--- src/rtl/core/kac_pkg.sv ---
// Shared types and constants of the k-means assignment and accumulation core.
// Used by kac_cell and kmeans_assign_accumulate_core; depends on nothing.
`default_nettype none

package kac_pkg;

	// Default sizes, handed to the top level parameters.
	localparam int KAC_NUM_CLUSTERS = 10;
	localparam int KAC_NUM_DIMS     = 4;
	localparam int KAC_COORD_WIDTH  = 16;

	// Fixed result field widths.
	localparam int KAC_SUM_W   = 32;
	localparam int KAC_COUNT_W = 16;
	localparam int KAC_DIST_W  = 35;
	localparam int KAC_IDX_W   = 4;
	localparam int KAC_ACT_W   = 4;

	localparam logic [KAC_DIST_W-1:0] KAC_DIST_MAX     = '1;
	localparam logic [KAC_ACT_W-1:0]  KAC_ACTIVE_RESET = 4'd10;

	typedef enum logic [1:0] {
		ACT_LOAD     = 2'd0,
		ACT_CLEAR    = 2'd1,
		ACT_CLASSIFY = 2'd2,
		ACT_READ     = 2'd3
	} kac_action_t;

	localparam logic KIND_ASSIGN = 1'b0;
	localparam logic KIND_TOTALS = 1'b1;

	typedef enum logic [1:0] {
		ST_IDLE,
		ST_SEARCH,
		ST_EMIT
	} kac_state_t;

	// Per-cell commands from the sequencer.
	typedef struct packed {
		logic en;     // cell takes part in the nearest-centroid search
		logic load;   // write the centroid
		logic clear;  // zero sums and count
		logic add;    // accumulate the current point
	} kac_cmd_t;

endpackage

`default_nettype wire

--- src/rtl/core/kac_cell.sv ---
// One cluster cell: centroid, saturating sums and count, and a two-stage distance step.
// Depends on kac_pkg.
`default_nettype none

module kac_cell import kac_pkg::*; #(
	parameter int CW = KAC_COORD_WIDTH,
	parameter int ND = KAC_NUM_DIMS,
	parameter int IW = 4,
	parameter int DW = 2 * KAC_COORD_WIDTH + 4,
	parameter logic [IW-1:0] ID = '0
) (
	input  logic                        clk,
	input  logic                        arst_n,
	input  kac_cmd_t                    cmd,
	input  logic signed [CW-1:0]        ld_coord  [ND],
	input  logic signed [CW-1:0]        add_coord [ND],
	input  logic                        tv_in,
	input  logic signed [CW-1:0]        tpt_in    [ND],
	input  logic [IW-1:0]               tbest_in,
	input  logic [DW-1:0]               tdist_in,
	output logic                        tv_out,
	output logic signed [CW-1:0]        tpt_out   [ND],
	output logic [IW-1:0]               tbest_out,
	output logic [DW-1:0]               tdist_out,
	output logic [KAC_COUNT_W-1:0]      count,
	output logic signed [KAC_SUM_W-1:0] sums      [ND]
);

	localparam int AD_W = CW + 1;
	localparam int SQ_W = 2 * CW + 2;

	logic signed [CW-1:0]        cent_q  [ND];
	logic signed [KAC_SUM_W-1:0] sums_q  [ND];
	logic [KAC_COUNT_W-1:0]      count_q;

	logic signed [AD_W-1:0] diff  [ND];
	logic [AD_W-1:0]        absd  [ND];
	logic [SQ_W-1:0]        sq    [ND];

	logic                   v_s1;
	logic signed [CW-1:0]   pt_s1   [ND];
	logic [IW-1:0]          best_s1;
	logic [DW-1:0]          dist_s1;
	logic [SQ_W-1:0]        sq_s1   [ND];

	logic [DW-1:0]          dsum;
	logic                   take;

	logic signed [KAC_SUM_W:0] sadd [ND];

	// Stage one: per-dimension squared differences against the stored centroid.
	always_comb begin
		for (int j = 0; j < ND; j++) begin
			diff[j] = AD_W'(tpt_in[j]) - AD_W'(cent_q[j]);
			absd[j] = diff[j][AD_W-1] ? AD_W'(-diff[j]) : AD_W'(diff[j]);
			sq[j]   = absd[j] * absd[j];
		end
	end

	always_ff @(posedge clk or negedge arst_n) begin
		if (!arst_n) begin
			v_s1   <= 1'b0;
			tv_out <= 1'b0;
		end else begin
			v_s1   <= tv_in;
			tv_out <= v_s1;
		end
	end

	always_ff @(posedge clk) begin
		pt_s1   <= tpt_in;
		best_s1 <= tbest_in;
		dist_s1 <= tdist_in;
		sq_s1   <= sq;
	end

	// Stage two: total distance and strict compare, so the lower index keeps a tie.
	always_comb begin
		dsum = '0;
		for (int j = 0; j < ND; j++) begin
			dsum = dsum + DW'(sq_s1[j]);
		end
		take = cmd.en && (dsum < dist_s1);
	end

	always_ff @(posedge clk) begin
		tpt_out   <= pt_s1;
		tbest_out <= take ? ID : best_s1;
		tdist_out <= take ? dsum : dist_s1;
	end

	always_comb begin
		for (int j = 0; j < ND; j++) begin
			sadd[j] = {sums_q[j][KAC_SUM_W-1], sums_q[j]}
				+ {{(KAC_SUM_W + 1 - CW){add_coord[j][CW-1]}}, add_coord[j]};
		end
	end

	always_ff @(posedge clk or negedge arst_n) begin
		if (!arst_n) begin
			for (int j = 0; j < ND; j++) begin
				cent_q[j] <= '0;
				sums_q[j] <= '0;
			end
			count_q <= '0;
		end else begin
			if (cmd.load) begin
				cent_q <= ld_coord;
			end
			if (cmd.clear) begin
				for (int j = 0; j < ND; j++) begin
					sums_q[j] <= '0;
				end
				count_q <= '0;
			end else if (cmd.add) begin
				for (int j = 0; j < ND; j++) begin
					if (sadd[j][KAC_SUM_W] != sadd[j][KAC_SUM_W-1]) begin
						sums_q[j] <= sadd[j][KAC_SUM_W] ?
							{1'b1, {(KAC_SUM_W-1){1'b0}}} : {1'b0, {(KAC_SUM_W-1){1'b1}}};
					end else begin
						sums_q[j] <= sadd[j][KAC_SUM_W-1:0];
					end
				end
				if (count_q != '1) begin
					count_q <= count_q + 1'b1;
				end
			end
		end
	end

	assign count = count_q;
	assign sums  = sums_q;

endmodule

`default_nettype wire

--- config.mk ---
export PLATFORM = sky130hd
export DESIGN_NAME = kac_cell
export DESIGN_NICKNAME = d
export VERILOG_FILES = /design/src/rtl/core/kac_pkg.sv /design/src/rtl/core/kac_cell.sv
export SDC_FILE = /design/constraint.sdc
export NUM_CORES = 2
export LEC_CHECK = 0
export ABC_AREA = 1
export BUFFER_PORTS_ARGS = -buffer_cell sky130_fd_sc_hd__buf_2
export CORE_UTILIZATION = 58
export CTS_BUF_LIST = sky130_fd_sc_hd__clkbuf_4
export CTS_CLUSTER_DIAMETER = 60
export DETAILED_ROUTE_END_ITERATION = 10
export HOLD_SLACK_MARGIN = 0.05
export PLACE_DENSITY_LB_ADDON = 0.1
export SKIP_LAST_GASP = 1
export SLEW_MARGIN = 20
export SYNTH_ARGS = -nofsm -noshare
export SYNTH_HDL_FRONTEND = slang
export SYNTH_SLANG_ARGS = --single-unit
--- constraint.sdc ---
create_clock -name clk -period 6.5 [get_ports clk]
set_input_delay 1.3 -clock clk [delete_from_list [all_inputs] [get_ports clk]]
set_output_delay 1.3 -clock clk [all_outputs]
set_load 0.01 [all_outputs]
==> metrics <==
largest net degree at the start of global routing 136; num rows 123; Starting Density 58.7%; GRT Overall Usage 36.0%; vias per inst 5.43; RSZ-0062 raised after global routing true; Hold Crit Class input pin to flop; worst setup path end sq_s1[64]; port bufs 487; DIE WIDTH 340 µm; R2R Setup Slk -1.60 ns; most frequent CP cell nand2_1; Final Net Count 12,300; GRT Residual Overflow 0; Worst EP required 7.56 ns; CTS HTree Levels 4; first-pass GRT wire length 334,000 µm; Post-Syn Area 66,300 µm²; Final Hold Fails 0; vias in the first global route 66,100; worst slew pin tran 1.09 ns; Post-Syn Area per Cell 7.82 µm²; clock root cell clkbuf_4; Clk Latency, worst-skew pair 1.23 ns; commonest non-fill, non-tap cells in the layout inv_1, nand2_1, buf_4, fa_1, ha_1; Worst EP arrival 9.16 ns; area delta synth->final 37.7%; R2R depth 35; FILL cells 7,225; worst flop-to-flop path endpoint sq_s1[64]; core area 113,000 µm²; Clock Skews 0.0790 ns; Slew Limit Headroom 26.8%; Die ar. 116,000 µm²; Seq/Total Area, Yosys 18.2%; chip height 340 µm; Starting DRT DRC Count 4,825; final wirelength 228,000 µm; Final min period 8.10 ns; CP startpoint kind flop; layout cells sized above 1 33.2%; YS warnings 0; most common cell after layout, fill and taps aside inv_1; area of the multi-input gates 53,000 µm²; post-route ant nets 0; Syn Inst Count 8,474; flops & latches, synth 550; # setup viols final 95; Max Root-Sink Buffers 3; setup TNS -78.22 ns; Worst path max stage delay 0.69 ns; initial antenna violation count 6; GPL Wtd Cong 0.979; DR WL/cell 18.7 µm; status finished with violations; worst hold path depth 1; crit share post-route 125%; failing checks setup timing; Sequential cell area 12,100 µm²; max cap viols 0; WS Path Type flop to flop; Yosys cell types 60; CP Max Fanout 6; max-slew violation count 0; Post-synth EDFFs 0; io pins 488; Detailed Place HPWL 168,000 µm; Worst Setup End Kind flop; critical path's slowest cell fa_1; CTS tree built; fmax 0.123 GHz; origin of the worst setup path cent_q[16]; Inserted Clock Buffers 150; Worst R2R Start cent_q[16]; via count 66,300; asr flop ratio synth 38.2%; clock slew at reported path FFs 0.10 ns; clock sink total 550; fin util 80.9%; DR DRC count 0; fin worst setup slack -1.60 ns; Initial DRT Pass Iterations 8; most common flop cell mapped by yosys dfxtp_1
state kept, by name, summed over array words and instances (netlist names):
name and count:
tbest_out 4, cent_q 64, dist_s1 36, tpt_out 64, pt_s1 64, v_s1 1
sq_s1 132, tdist_out 36, tv_out 1, count 16, best_s1 4, sums 128
metal layers:
layer,track usage [%],vias up,share of wire [%]
met1,45.7,31800,39
met5,0,-,0.011
met4,13.3,4,5.5
li1,-,30500,-
met3,5.76,923,7.7
met2,61.7,3156,48
through the flow:
stage          hold WS (ns)  area [µm²]  worst slack (ns)  instances
2_1_floorplan         0.310       68800             -1.38       8522
3_3_place_gp          0.310       81900             -1.99      11600
3_5_place_dp          0.313       81900             -2.15      11600
4_1_cts               0.121       86700            -0.736      12000
5_1_grt               0.122       91200             -1.70      12200
6_report              0.176       91300             -1.60      12200
logic make-up after synthesis:
family	count (synthesis)	synth area share, %
and+or+nand+nor	3200	20.3
AOI/OAI and AO/OA	1002	8.49
muxes	4	0.0680
buffers and inverters	1963	11.4
xor gates and xnor gates	226	3.20
adders and majority gates	1527	38.3
DFF	550	18.2
other	2	0.0113
critical path, delay by kind of cell (launching register included):
kind | cells | cell delay, ns
xor+xnor | 1 | 0.17
simple gates | 15 | 1.94
fa+ha+maj | 8 | 3.48
flops | 1 | 0.43
buf+inv | 6 | 0.82
compound gates | 5 | 1.05
Yosys cell counts (8+ instances only):
library cell | n | area (µm²)
inv_1 | 1777 | 6670
o211ai_1 | 48 | 360
o21bai_1 | 30 | 225
nand2_1 | 1796 | 6740
o21ai_0 | 339 | 1700
a21o_1 | 46 | 345
nand2_2 | 44 | 275
nand4_1 | 68 | 425
or2_2 | 14 | 87.6
clkbuf_1 | 65 | 244
nor4_1 | 16 | 100
ha_1 | 688 | 8610
a21oi_1 | 423 | 2120
nor2_4 | 17 | 191
a31oi_1 | 23 | 144
nor3_1 | 65 | 325
buf_4 | 11 | 82.6
dfrtp_1 | 210 | 5260
nand3_2 | 8 | 80.1
nor2_1 | 681 | 2560
a21boi_0 | 16 | 120
inv_2 | 48 | 180
nor2_2 | 27 | 169
xnor2_1 | 85 | 744
nand3_1 | 406 | 2030
nand3b_1 | 33 | 248
xor2_1 | 130 | 1140
buf_2 | 42 | 210
a221oi_1 | 8 | 70.1
dfxtp_1 | 340 | 6810
o21a_1 | 21 | 158
fa_1 | 839 | 16800
buf_6 | 12 | 135
o21ai_1 | 16 | 80.1
repair_timing:
item                                    in CTS  in global routing
hold buffers                                 1                  0
gates cloned                                 7                  1
endpoints found under the setup margin      95                100
pin swaps                                  268                492
buffers inserted                           132                178
gates resized for setup                    432                834
hold endpoints to repair                    21                  0
worst min-delay path by stage:
stage	startpoint	end	slack, ns
6_report	tdist_in[7]	dist_s1[7]	0.18
5_1_grt	tdist_in[3]	dist_s1[3]	0.12
4_1_cts	tbest_in[0]	best_s1[0]	0.12
3_5_place_dp	pt_s1[31]	tpt_out[31]	0.31
3_3_place_gp	pt_s1[36]	tpt_out[36]	0.31
2_1_floorplan	pt_s1[0]	tpt_out[0]	0.31
cell type report:
type	count	area share [%]
flip-flops and latches	550	13.2
repair inverters	3	0.0315
repair buffers	2015	16.5
well taps	1500	2.06
diodes	15	0.0411
clock inverters	69	0.572
multi-input cells	6010	58.1
clock buffers	208	1.71
inverters	1832	7.79
Power is left out: the tool's default activity adds up to more than one toggle a clock period on the data nets, which glitch-free logic cannot reach.
